## src/sv/aes_pkg.sv

```systemverilog
// ----------------------------------------------------------------------------
// aes_pkg
// shared types and byte codes for the ansi escape stripper
// ----------------------------------------------------------------------------
`timescale 1ns / 1ps
`default_nettype none

package aes_pkg;

  localparam logic [7:0] CH_BEL   = 8'h07;
  localparam logic [7:0] CH_TAB   = 8'h09;
  localparam logic [7:0] CH_LF    = 8'h0a;
  localparam logic [7:0] CH_CAN   = 8'h18;
  localparam logic [7:0] CH_SUB   = 8'h1a;
  localparam logic [7:0] CH_ESC   = 8'h1b;
  localparam logic [7:0] CH_SPACE = 8'h20;
  localparam logic [7:0] CH_INTHI = 8'h2f;
  localparam logic [7:0] CH_FINLO = 8'h30;
  localparam logic [7:0] CH_CSIFL = 8'h40;
  localparam logic [7:0] CH_FINHI = 8'h7e;
  localparam logic [7:0] CH_DEL   = 8'h7f;
  localparam logic [7:0] CH_DCS   = 8'h50;
  localparam logic [7:0] CH_CSI   = 8'h5b;
  localparam logic [7:0] CH_BSL   = 8'h5c;
  localparam logic [7:0] CH_OSC   = 8'h5d;
  localparam logic [7:0] CH_PM    = 8'h5e;
  localparam logic [7:0] CH_APC   = 8'h5f;

  typedef enum logic [7:0] {
    ST_NORMAL    = 8'b0000_0001,
    ST_ESC       = 8'b0000_0010,
    ST_CSI       = 8'b0000_0100,
    ST_OSC       = 8'b0000_1000,
    ST_OSC_ESC   = 8'b0001_0000,
    ST_STR       = 8'b0010_0000,
    ST_STR_ESC   = 8'b0100_0000,
    ST_ESC_INTER = 8'b1000_0000
  } parse_state_t;

  typedef struct packed {
    parse_state_t next_state;
    logic         keep;
  } step_res_t;

endpackage

`default_nettype wire

```

## src/sv/ansi_escape_stripper_core.sv

```systemverilog
// ----------------------------------------------------------------------------
// ansi_escape_stripper_core
// removes ecma-48 escape sequences and stray controls from a byte stream
// ----------------------------------------------------------------------------
// usage
//   item channel: data_byte and chunk_end with item_valid / item_stall; a
//   transaction completes on a clock edge with item_valid high, item_stall low
//   result channel: keep, out_byte, chunk_end_out with result_valid /
//   result_stall; exactly one result per input byte, in order
//   out_byte is zero when keep is low; chunk_end_out echoes chunk_end
//   pipeline: a byte passes through the input register, then the result
//   register, before result_valid rises; throughput one byte per cycle while
//   result_stall is low, set by the single parser state register updated once
//   per byte
//   stall: the result register holds while result_stall is high; an empty
//   input register still takes one more byte, then item_stall rises
//   reset: synchronous, clears both valid flags and returns the parser to
//   normal text state
// ----------------------------------------------------------------------------
`timescale 1ns / 1ps
`default_nettype none

module ansi_escape_stripper_core (
  input  wire logic       clk,
  input  wire logic       rst,
  input  wire logic       item_valid,
  output logic            item_stall,
  input  wire logic [7:0] data_byte,
  input  wire logic       chunk_end,
  output logic            result_valid,
  input  wire logic       result_stall,
  output logic            keep,
  output logic [7:0]      out_byte,
  output logic            chunk_end_out
);
  import aes_pkg::*;

  logic         s1_valid;
  logic [7:0]   s1_byte;
  logic         s1_chunk_end;
  parse_state_t state;
  step_res_t    step;
  logic         item_accept;
  logic         s1_advance;

  assign item_stall  = s1_valid && result_valid && result_stall;
  assign item_accept = item_valid && !item_stall;
  assign s1_advance  = s1_valid && !(result_valid && result_stall);

  aes_step u_step (
    .state (state),
    .data  (s1_byte),
    .res   (step)
  );

  always_ff @(posedge clk) begin
    if (rst) begin
      s1_valid     <= 1'b0;
      result_valid <= 1'b0;
      state        <= ST_NORMAL;
    end else begin
      s1_valid     <= item_accept || (s1_valid && !s1_advance);
      result_valid <= s1_advance || (result_valid && result_stall);
      if (s1_advance) begin
        state <= step.next_state;
      end
    end
  end

  always_ff @(posedge clk) begin
    if (item_accept) begin
      s1_byte      <= data_byte;
      s1_chunk_end <= chunk_end;
    end
    if (s1_advance) begin
      keep          <= step.keep;
      out_byte      <= step.keep ? s1_byte : 8'h00;
      chunk_end_out <= s1_chunk_end;
    end
  end

endmodule

`default_nettype wire

```

## src/sv/aes_step.sv

```systemverilog
// ----------------------------------------------------------------------------
// aes_step
// one-byte parser step: next state and keep flag, reprocessing folded in
// ----------------------------------------------------------------------------
`timescale 1ns / 1ps
`default_nettype none

module aes_step (
  input  wire aes_pkg::parse_state_t state,
  input  wire logic [7:0]            data,
  output aes_pkg::step_res_t         res
);
  import aes_pkg::*;

  logic abort_byte;
  logic passes;
  logic in_final;
  logic in_inter;
  logic in_csi_final;

  assign abort_byte   = (data == CH_LF) || (data == CH_CAN) || (data == CH_SUB);
  assign passes       = (data == CH_TAB) || (data == CH_LF) ||
                        ((data >= CH_SPACE) && (data != CH_DEL));
  assign in_final     = (data >= CH_FINLO) && (data <= CH_FINHI);
  assign in_inter     = (data >= CH_SPACE) && (data <= CH_INTHI);
  assign in_csi_final = (data >= CH_CSIFL) && (data <= CH_FINHI);

  always_comb begin
    res.next_state = state;
    res.keep       = 1'b0;
    case (state)
      ST_NORMAL: begin
        if (data == CH_ESC) begin
          res.next_state = ST_ESC;
        end else begin
          res.keep = passes;
        end
      end
      ST_ESC: begin
        if (data == CH_CSI) begin
          res.next_state = ST_CSI;
        end else if (data == CH_OSC) begin
          res.next_state = ST_OSC;
        end else if ((data == CH_DCS) || (data == CH_PM) || (data == CH_APC)) begin
          res.next_state = ST_STR;
        end else if (in_inter) begin
          res.next_state = ST_ESC_INTER;
        end else if (in_final) begin
          res.next_state = ST_NORMAL;
        end else if (data == CH_ESC) begin
          // malformed: escape dropped, new escape opens
          res.next_state = ST_ESC;
        end else begin
          res.next_state = ST_NORMAL;
          res.keep       = passes;
        end
      end
      ST_CSI: begin
        if (abort_byte) begin
          res.next_state = ST_NORMAL;
          res.keep       = (data == CH_LF);
        end else if (in_csi_final) begin
          res.next_state = ST_NORMAL;
        end
      end
      ST_OSC, ST_OSC_ESC: begin
        if ((state == ST_OSC_ESC) && (data == CH_BSL)) begin
          res.next_state = ST_NORMAL;
        end else if (abort_byte) begin
          res.next_state = ST_NORMAL;
          res.keep       = (data == CH_LF);
        end else if (data == CH_BEL) begin
          res.next_state = ST_NORMAL;
        end else if (data == CH_ESC) begin
          res.next_state = ST_OSC_ESC;
        end else begin
          res.next_state = ST_OSC;
        end
      end
      ST_STR, ST_STR_ESC: begin
        if ((state == ST_STR_ESC) && (data == CH_BSL)) begin
          res.next_state = ST_NORMAL;
        end else if (abort_byte) begin
          res.next_state = ST_NORMAL;
          res.keep       = (data == CH_LF);
        end else if (data == CH_ESC) begin
          res.next_state = ST_STR_ESC;
        end else begin
          res.next_state = ST_STR;
        end
      end
      ST_ESC_INTER: begin
        if (abort_byte) begin
          res.next_state = ST_NORMAL;
          res.keep       = (data == CH_LF);
        end else if (in_final) begin
          res.next_state = ST_NORMAL;
        end
      end
      default: begin
        res.next_state = ST_NORMAL;
        res.keep       = 1'b0;
      end
    endcase
  end

endmodule

`default_nettype wire

```

## config.mk

```make
export PLATFORM = sky130hd
export DESIGN_NAME = ansi_escape_stripper_core
export DESIGN_NICKNAME = d
export VERILOG_FILES = /design/src/sv/aes_pkg.sv /design/src/sv/ansi_escape_stripper_core.sv /design/src/sv/aes_step.sv
export SDC_FILE = /design/constraint.sdc
export NUM_CORES = 1
export LEC_CHECK = 0
export BUFFER_PORTS_ARGS = -buffer_cell sky130_fd_sc_hd__buf_2
export CAP_MARGIN = 40
export CORE_ASPECT_RATIO = 0.5
export CORE_MARGIN = 4
export CORE_UTILIZATION = 55
export DETAILED_ROUTE_END_ITERATION = 10
export PLACE_DENSITY_LB_ADDON = 0.08
export SLEW_MARGIN = 20
export SYNTH_ARGS = -nofsm -noshare
export SYNTH_HDL_FRONTEND = slang
export SYNTH_SLANG_ARGS = --single-unit
```

## constraint.sdc

```tcl
create_clock -name clk -period 2.7 [get_ports clk]
set_input_delay 0.135 -clock clk [delete_from_list [all_inputs] [get_ports clk]]
set_output_delay 0.135 -clock clk [all_outputs]
set_load 0.05 [all_outputs]
```

==> impl_metrics.json, run 1 <==
{
  "rsz0062_at_grt": "no",
  "critical_path_buf_inv_count": 0,
  "io_pins": 25,
  "drt-vias-per-instance": 6.088,
  "min_period_ps": 2367,
  "post_drt_wl_per_cell_um": 16.55,
  "final-seq-area_sq_um": 770.7,
  "tightest_slew_ps": 744.3,
  "finalClockSkew_ps": 5.093,
  "cap_violations": 0,
  "core_sq_um": 2684,
  "syn_inst": 162,
  "first_pass_iters": 4,
  "crit_required_ps": 2690,
  "fp.dieW_um": 84.38,
  "track_usage": 0.2092,
  "synthFlopType": "edfxtp_1",
  "layout-drive-gt1-share": 0.2211,
  "first_global_vias": 1233,
  "cts-hold-fix-buffers": 0,
  "synth_cell_type_count": 50,
  "ys_seq_area_frac": 0.4805,
  "place_congestion": 0.8974,
  "final_common_cell": "buf_2",
  "min_path_type": "input port to flip-flop",
  "power_density_nw_per_um2": 555.9,
  "critPathKind": "flip-flop to flip-flop",
  "clkTransAtPathRegs_ps": 60,
  "worstPathArrival_ps": 2360,
  "antenna_found_initial": 0,
  "timing.final.ws_setup_ps": 333.2,
  "post-cts-setup-buffers": 0,
  "avgSynthCellArea_sq_um": 9.901,
  "vias": 1382,
  "multi_input_area_sq_um": 778.2,
  "relSlewSlack": 0.4992,
  "status": "complete, no violations",
  "dpl_worst_slack_ps": 384.0,
  "finalSetupTns_ps": 0,
  "cts_max_level": 2,
  "finalSetupViolations": 0,
  "syn2layout_area_growth_pct": 14.51,
  "path_delay_family": "compound AO/OA/AOI/OAI gates",
  "grt_start_max_net_pins": 15,
  "max_stage_delay_ps": 530,
  "max_freq_ghz": 0.4225,
  "final_antenna_net_count": 0,
  "cts_root_buf": "clkbuf_8",
  "hold-worst-slack_ps": 27.97,
  "dieArea_sq_um": 3897,
  "p_leak_uw": 0.0006623,
  "nets": 203,
  "async_reset_ff_frac": 0,
  "synth.cell_area_sq_um": 1604,
  "ys_warn_count": 0,
  "end_kind": "flip-flop",
  "grt_pass1_wl_mm": 6.058,
  "io_buffers": 24,
  "start_util": 0.5977,
  "drc": 0,
  "wirelength_mm": 3.756,
  "chipHeight_um": 46.19,
  "synth-seq-cells": 29,
  "post_cts_resized": 0,
  "critPathMaxFanout": 9,
  "row_count": 13,
  "fin_crit_sh": 0.8766,
  "dpl.hpwl_mm": 2.715,
  "synth_edf_count": 19,
  "nFillCells": 217,
  "vdd_drop_max_v": 0.0002725,
  "clk_path_buf_depth": 2,
  "startpoint_type": "flip-flop",
  "insertion_delay_ps": 280,
  "synth_nets": 175,
  "clock-sinks": 29,
  "grt_overflow_total": 0,
  "critical_path.slowest_cell": "o31ai_1",
  "final_cell_mix": "buf_2 (24), edfxtp_1 (19), nor2_1 (17)",
  "drtIter0Drc": 98,
  "path_cells": "nand4bb_1 > o41ai_1 > a21oi_1 > o31ai_1 > a21boi_0",
  "hold_viol": 0,
  "diodes": 0,
  "finalMaxSlewViolations": 0,
  "cts_made_buffers": 5,
  "cts_tree": "done"
}
==> state kept, by name, indices dropped and copies added, names as in the netlist <==
name / flops
out_byte: 8
s1_byte: 8
state: 8
chunk_end_out: 1
keep: 1
result_valid: 1
s1_chunk_end: 1
s1_valid: 1
==> logic make-up after synthesis <==
kind of cell / synth area share
AND/OR/NAND/NOR: 0.2761
AO/OA/AOI/OAI: 0.1911
flip-flops: 0.4805
buffers and inverters: 0.03432
XOR/XNOR: 0.01092
multiplexers: 0.007020
==> per-stage QoR <==
| stage | util | power [uW] | instance area [sq um] | cells |
|---|---|---|---|---|
| floorplan | - | 658.7 | 1604 | 162 |
| global placement | 0.6531 | 699.5 | 1753 | 219 |
| detailed placement | 0.6531 | 702.1 | 1753 | 219 |
| CTS | 0.6816 | 1022 | 1829 | 226 |
| global route | 0.6844 | 1064 | 1837 | 227 |
| finish | 0.6844 | 1021 | 1837 | 227 |
==> cells in the mapped netlist, types with 3 or more instances <==
cell type,n,area (sq um)
a21oi_1,13,65.06
nand2_1,12,45.04
a21boi_0,5,37.54
o21ai_0,4,20.02
dfxtp_1,10,200.2
nor2b_1,7,43.79
nand2b_1,5,31.28
nand3_1,6,30.03
clkbuf_1,3,11.26
edfxtp_1,19,570.6
nor2_1,17,63.81
nor4_1,4,25.02
inv_1,4,15.01
nor3_1,6,30.03
nand4_1,4,25.02
==> final timing paths <==
path / slack, ps / end / depth (start not counted) / startpoint
hold reg to reg: 430 / chunk_end_out / 0 / s1_chunk_end
hold / removal: 30 / s1_byte[0] / 1 / data_byte[0]
setup / recovery: 330 / out_byte[6] / 5 / s1_byte[5]
setup reg to reg: 330 / out_byte[6] / 5 / s1_byte[5]
==> cell type report <==
| cell class | count | share of cell area |
|---|---|---|
| Multi-Input combinational cell | 122 | 0.4237 |
| Sequential cell | 29 | 0.4196 |
| Timing Repair Buffer | 28 | 0.08174 |
| Clock buffer | 6 | 0.03951 |
| Tap cell | 37 | 0.02520 |
| Inverter | 4 | 0.008174 |
| Clock inverter | 1 | 0.002044 |
==> routing by layer <==
metal / global-route usage / up-vias / routed length (um)
met3: 0.07500 / 7 / 436
met2: 0.3197 / 77 / 1550
met1: 0.2819 / 626 / 1717
li1: - / 672 / -
met4: 0.06625 / 0 / 52
met5: 0 / - / 0
==> where the power goes <==
group / switching [uW] / total [uW] / internal (uW)
combinational: 115 / 168 / 52.8
clock: 152 / 325 / 173
sequential: 22.4 / 528 / 506
total: 290 / 1020 / 731
(Power assumes the default switching activity.)
==> run 2, diff against run 1 <==
- BUFFER_PORTS_ARGS: -buffer_cell sky130_fd_sc_hd__buf_2 -> unset
- DONT_BUFFER_PORTS: unset -> 1
==> run 2 against run 1 <==
  * Fmax decreased by 4.3%
  * Largest power group unchanged
  * Sequential power increased by 8.0%
  * Highest routed layer unchanged
  * Clock skew increased by 1.1 ps
  * Clock power increased by 6%
  * Core utilization increased by 0.79 points
  * Critical endpoint is now out_byte[3]
  * Final area increased by 1.2%
  * Largest cell class unchanged
==> impl_metrics.json, run 2 (synthesis results as in run 1) <==
{
  "fp.dieW_um": 84.38,
  "io_buffers": 0,
  "fin_crit_sh": 0.9160,
  "worstPathArrival_ps": 2480,
  "finalPower_uw": 1038,
  "min_path_type": "input port to flip-flop",
  "io_pins": 25,
  "nets": 193,
  "diodes": 0,
  "layout-drive-gt1-share": 0.1215,
  "cts_tree": "done",
  "startpoint_type": "flip-flop",
  "rr_worst_depth": 5,
  "track_usage": 0.2173,
  "drc": 0,
  "antenna_found_initial": 0,
  "post_cts_resized": 0,
  "clkPwrFrac": 0.330,
  "critPathKind": "flip-flop to flip-flop",
  "r2r_start": "s1_byte[7]",
  "row_count": 13,
  "combPwrFrac": 0.120,
  "crit_required_ps": 2710,
  "stdcell_area_sq_um": 1858,
  "clk_path_buf_depth": 2,
  "cts_made_buffers": 5,
  "whs_path_depth": 2,
  "final_util": 0.6923,
  "finalSetupViolations": 0,
  "start_util": 0.5977,
  "drtIter0Drc": 151,
  "insertion_delay_ps": 290,
  "final_common_cell": "edfxtp_1",
  "internal_power_uw": 735.7,
  "place_area_sq_um": 1648,
  "max_freq_ghz": 0.4043,
  "vias": 1348,
  "grt_overflow_total": 0,
  "clkTransAtPathRegs_ps": 60,
  "relSlewSlack": 0.5136,
  "finalSetupTns_ps": 0,
  "hold_viol": 0,
  "grt_start_max_net_pins": 15,
  "rrSetupSlack_ps": 230,
  "power_density_nw_per_um2": 558.4,
  "dp.cells": 197,
  "final_antenna_net_count": 0,
  "vdd_drop_max_v": 0.0003490,
  "drt-vias-per-instance": 6.183,
  "clock-sinks": 29,
  "end_kind": "flip-flop",
  "dieArea_sq_um": 3897,
  "dpl.hpwl_mm": 2.734,
  "p_sw_uw": 301.8,
  "status": "complete, no violations",
  "post_drt_wl_per_cell_um": 17.08,
  "final_cell_mix": "edfxtp_1 (19), nor2_1 (17), a21oi_1 (13)",
  "syn2layout_area_growth_pct": 15.83,
  "chipHeight_um": 46.19,
  "nFillCells": 194,
  "p_sw_frac": 0.2909,
  "finalClockSkew_ps": 6.223,
  "finalMaxSlewViolations": 0,
  "critPathMaxFanout": 10,
  "first_pass_iters": 4,
  "min_period_ps": 2473,
  "core_sq_um": 2684,
  "largest_registers": "out_byte x8, s1_byte x8, state x8",
  "instances_no_fill": 218,
  "hold_start": "rst",
  "first_global_vias": 1192,
  "p_leak_uw": 0.0006340,
  "cts_root_buf": "clkbuf_8",
  "wirelength_mm": 3.723,
  "place_congestion": 0.8461,
  "cap_violations": 0,
  "tightest_slew_ps": 722.9,
  "hold_path_end": "state[1]",
  "rr_endpoint": "out_byte[3]",
  "grt_pass1_wl_mm": 6.189,
  "multi_input_area_sq_um": 778.2,
  "rsz0062_at_grt": "no",
  "power_frac_seq": 0.550,
  "post-cts-setup-buffers": 0,
  "cts_max_level": 2,
  "final-seq-area_sq_um": 770.7
}
[run 2: cell count changes in the layout (fill, tap and decap cells not counted), sizes merged]
cell / change
clkinv: +1
buf: -22
dlygate4sd3: +12
[run 2: what timing repair did]
item,4_1_cts,5_1_grt
endpoints found under the setup margin,0,0
hold endpoints to repair,18,0
hold buffers,12,0
[run 2: cell type report]
class                           count  share of cell area
Multi-Input combinational cell    122              0.4189
Clock buffer                        6             0.03906
Timing Repair Buffer               18             0.08889
Sequential cell                    29              0.4148
Inverter                            4            0.008081
Clock inverter                      2            0.005387
Tap cell                           37             0.02492
[run 2: stage by stage]
stage | setup slack (ps) | hold WS (ps)
2_1_floorplan | 224.1 | 233.9
3_3_place_gp | 401.5 | 208.1
3_5_place_dp | 221.1 | 210.5
4_1_cts | 245.8 | 32.40
5_1_grt | 7.692 | 60.09
6_report | 226.7 | 34.16
[run 2: critical path: stages (launching register included)]
cell and delay (ps):
edfxtp_1 520, nand4bb_1 320, o41ai_1 430, a21oi_1 190, o31ai_1 540, a21boi_0 190
[run 2: worst max-delay path by stage]
stage | startpoint | cells past startpoint | to | slack [ps]
6_report | s1_byte[7] | 5 | out_byte[3] | 230
3_3_place_gp | s1_byte[7] | 5 | out_byte[1] | 400
5_1_grt | s1_byte[5] | 5 | out_byte[7] | 8
3_5_place_dp | s1_byte[7] | 5 | out_byte[1] | 220
4_1_cts | s1_byte[7] | 5 | out_byte[1] | 250
2_1_floorplan | result_valid | 4 | state[7] | 220
[run 2: power by group through the flow]
stage	sequential [uW]	clock [uW]	combinational (uW)
2_1_floorplan	567	0	92.0
3_3_place_gp	578	0	103
3_5_place_dp	580	0	105
4_1_cts	570	345	121
5_1_grt	574	381	137
6_report	570	343	125
[run 2: metal layers]
layer  track usage  vias to the layer above  routed length, um
li1              -                      650                  -
met1        0.3010                      613               1768
met2        0.3166                       83               1509
met3       0.07321                        2                420
met4       0.08517                        0                 25
met5             0                        -                  0
==> run 3, diff against run 2 <==
--- a/config.mk
+++ b/config.mk
@@ -9,5 +9,5 @@
 export CORE_ASPECT_RATIO = 0.5
 export CORE_MARGIN = 4
-export CORE_UTILIZATION = 55
+export CORE_UTILIZATION = 60
 export DETAILED_ROUTE_END_ITERATION = 10
 export DONT_BUFFER_PORTS = 1
==> constraint.sdc (replaced) <==
create_clock -name clk -period 2.7 [get_ports clk]
set_input_delay 0.54 -clock clk [delete_from_list [all_inputs] [get_ports clk]]
set_output_delay 0.54 -clock clk [all_outputs]
set_load 0.05 [all_outputs]
==> run 3 against run 2 <==
  * Fmax is 0.40% lower
  * Flip-flop and latch count stayed put
  * Combinational power is 13% lower
  * Clock-buffer cell count is 1 lower
  * Die area is 7.2% lower
  * Setup slack worse by 10 ps
  * Hold slack better by 280 ps
  * Final area is 7.5% lower
  * Critical endpoint is now out_byte[1]
  * Highest routed layer unchanged
==> impl_metrics.json, run 3 (synthesis results as in run 1) <==
{
  "critPathKind": "flip-flop to flip-flop",
  "dpl.hpwl_mm": 2.510,
  "clock-sinks": 29,
  "hold_viol": 0,
  "max_stage_delay_ps": 550,
  "tightest_slew_ps": 731.0,
  "final_common_cell": "edfxtp_1",
  "fin_crit_sh": 0.9197,
  "rrSetupSlack_ps": 220,
  "rsz0062_at_grt": "no",
  "drc": 0,
  "relSlewSlack": 0.5081,
  "final-seq-area_sq_um": 770.7,
  "io_pins": 25,
  "max_freq_ghz": 0.4027,
  "track_usage": 0.2044,
  "clkTransAtPathRegs_ps": 60,
  "nets": 179,
  "drtIter0Drc": 195,
  "finalClockSkew_ps": 3.022,
  "diodes": 0,
  "place_congestion": 0.9030,
  "whs_path_depth": 1,
  "antenna_found_initial": 0,
  "hold-worst-slack_ps": 318.5,
  "rr_worst_depth": 5,
  "nFillCells": 199,
  "chipHeight_um": 44.56,
  "rr_endpoint": "out_byte[1]",
  "io_buffers": 0,
  "row_count": 12,
  "final_antenna_net_count": 0,
  "cts_made_buffers": 5,
  "final_cell_mix": "edfxtp_1 (19), nor2_1 (17), a21oi_1 (13)",
  "critPathMaxFanout": 10,
  "cts_max_level": 2,
  "first_global_vias": 1065,
  "crit_required_ps": 2690,
  "first_pass_iters": 4,
  "final_util": 0.7247,
  "post_cts_resized": 0,
  "path_cells": "nand4bb_1 > o41ai_1 > a21oi_1 > o31ai_1 > a21boi_0",
  "cts_root_buf": "clkbuf_8",
  "cts_tree": "done",
  "grt_overflow_total": 0,
  "core_sq_um": 2372,
  "min_period_ps": 2483,
  "start_util": 0.6762,
  "status": "complete, no violations",
  "layout-drive-gt1-share": 0.1138,
  "vias": 1315,
  "end_kind": "flip-flop",
  "post-cts-setup-buffers": 0,
  "grt_start_max_net_pins": 15,
  "finalSetupViolations": 0,
  "critical_path.slowest_cell": "o31ai_1",
  "clk_path_buf_depth": 2,
  "drt-vias-per-instance": 6.510,
  "fp.dieW_um": 81.12,
  "finalSetupTns_ps": 0,
  "syn2layout_area_growth_pct": 7.176,
  "worstPathArrival_ps": 2470,
  "hold_path_end": "state[2]",
  "min_path_type": "input port to flip-flop",
  "multi_input_area_sq_um": 778.2,
  "r2r_start": "s1_byte[7]",
  "cts-hold-fix-buffers": 0,
  "instances_no_fill": 202,
  "dp.cells": 193,
  "post_drt_wl_per_cell_um": 16.98,
  "startpoint_type": "flip-flop",
  "power_density_nw_per_um2": 587.6,
  "wirelength_mm": 3.430,
  "cap_violations": 0,
  "p_leak_uw": 0.0005694,
  "largest_registers": "out_byte x8, s1_byte x8, state x8",
  "finalMaxSlewViolations": 0,
  "vdd_drop_max_v": 0.0003202,
  "hold_start": "rst",
  "dieArea_sq_um": 3615,
  "insertion_delay_ps": 280,
  "grt_pass1_wl_mm": 5.368
}
==> run 3: worst max-delay path: cells and delay by family, from the launching register on <==
kind	cells	cell delay [ps]
compound gates	4	1340
flops	1	520
simple gates	1	320
==> run 3: worst max-delay path by stage <==
stage	start	end	cells past startpoint
4_1_cts	s1_byte[5]	out_byte[1]	5
3_5_place_dp	s1_byte[7]	out_byte[1]	5
5_1_grt	s1_byte[7]	out_byte[1]	5
6_report	s1_byte[7]	out_byte[1]	5
3_3_place_gp	s1_byte[7]	out_byte[7]	5
2_1_floorplan	result_valid	state[7]	4
==> run 3: cell type report <==
cell class,instances,share of cell area
clock buffer,5,0.04003
clock inverter,3,0.007278
tap,35,0.02547
inverter,4,0.008734
timing repair buffer,4,0.01747
sequential,29,0.4483
multi-input combinational,122,0.4527
==> run 3: per-stage QoR <==
step                power (uW)  setup WS, ps  instance area (sq um)
finish                    1010         216.7                   1719
global route              1050         45.18                   1719
CTS                       1012         251.5                   1712
detailed placement       683.1         269.2                   1630
global placement         678.2         391.3                   1630
floorplan                658.7         224.1                   1604
==> run 3: layer usage <==
metal / track usage / part of all wire / up-vias
met3: 0.07520 / 0.10 / 5
met1: 0.2957 / 0.48 / 617
li1: - / - / 624
met4: 0.07071 / 0.012 / 0
met2: 0.2773 / 0.41 / 69
met5: 0 / 0 / -
==> run 3: report_power, final <==
group          switching, uW  leakage, uW  internal (uW)
combinational           69.2     0.000263           39.5
sequential              61.9     0.000263            507
clock                    160    0.0000430            173
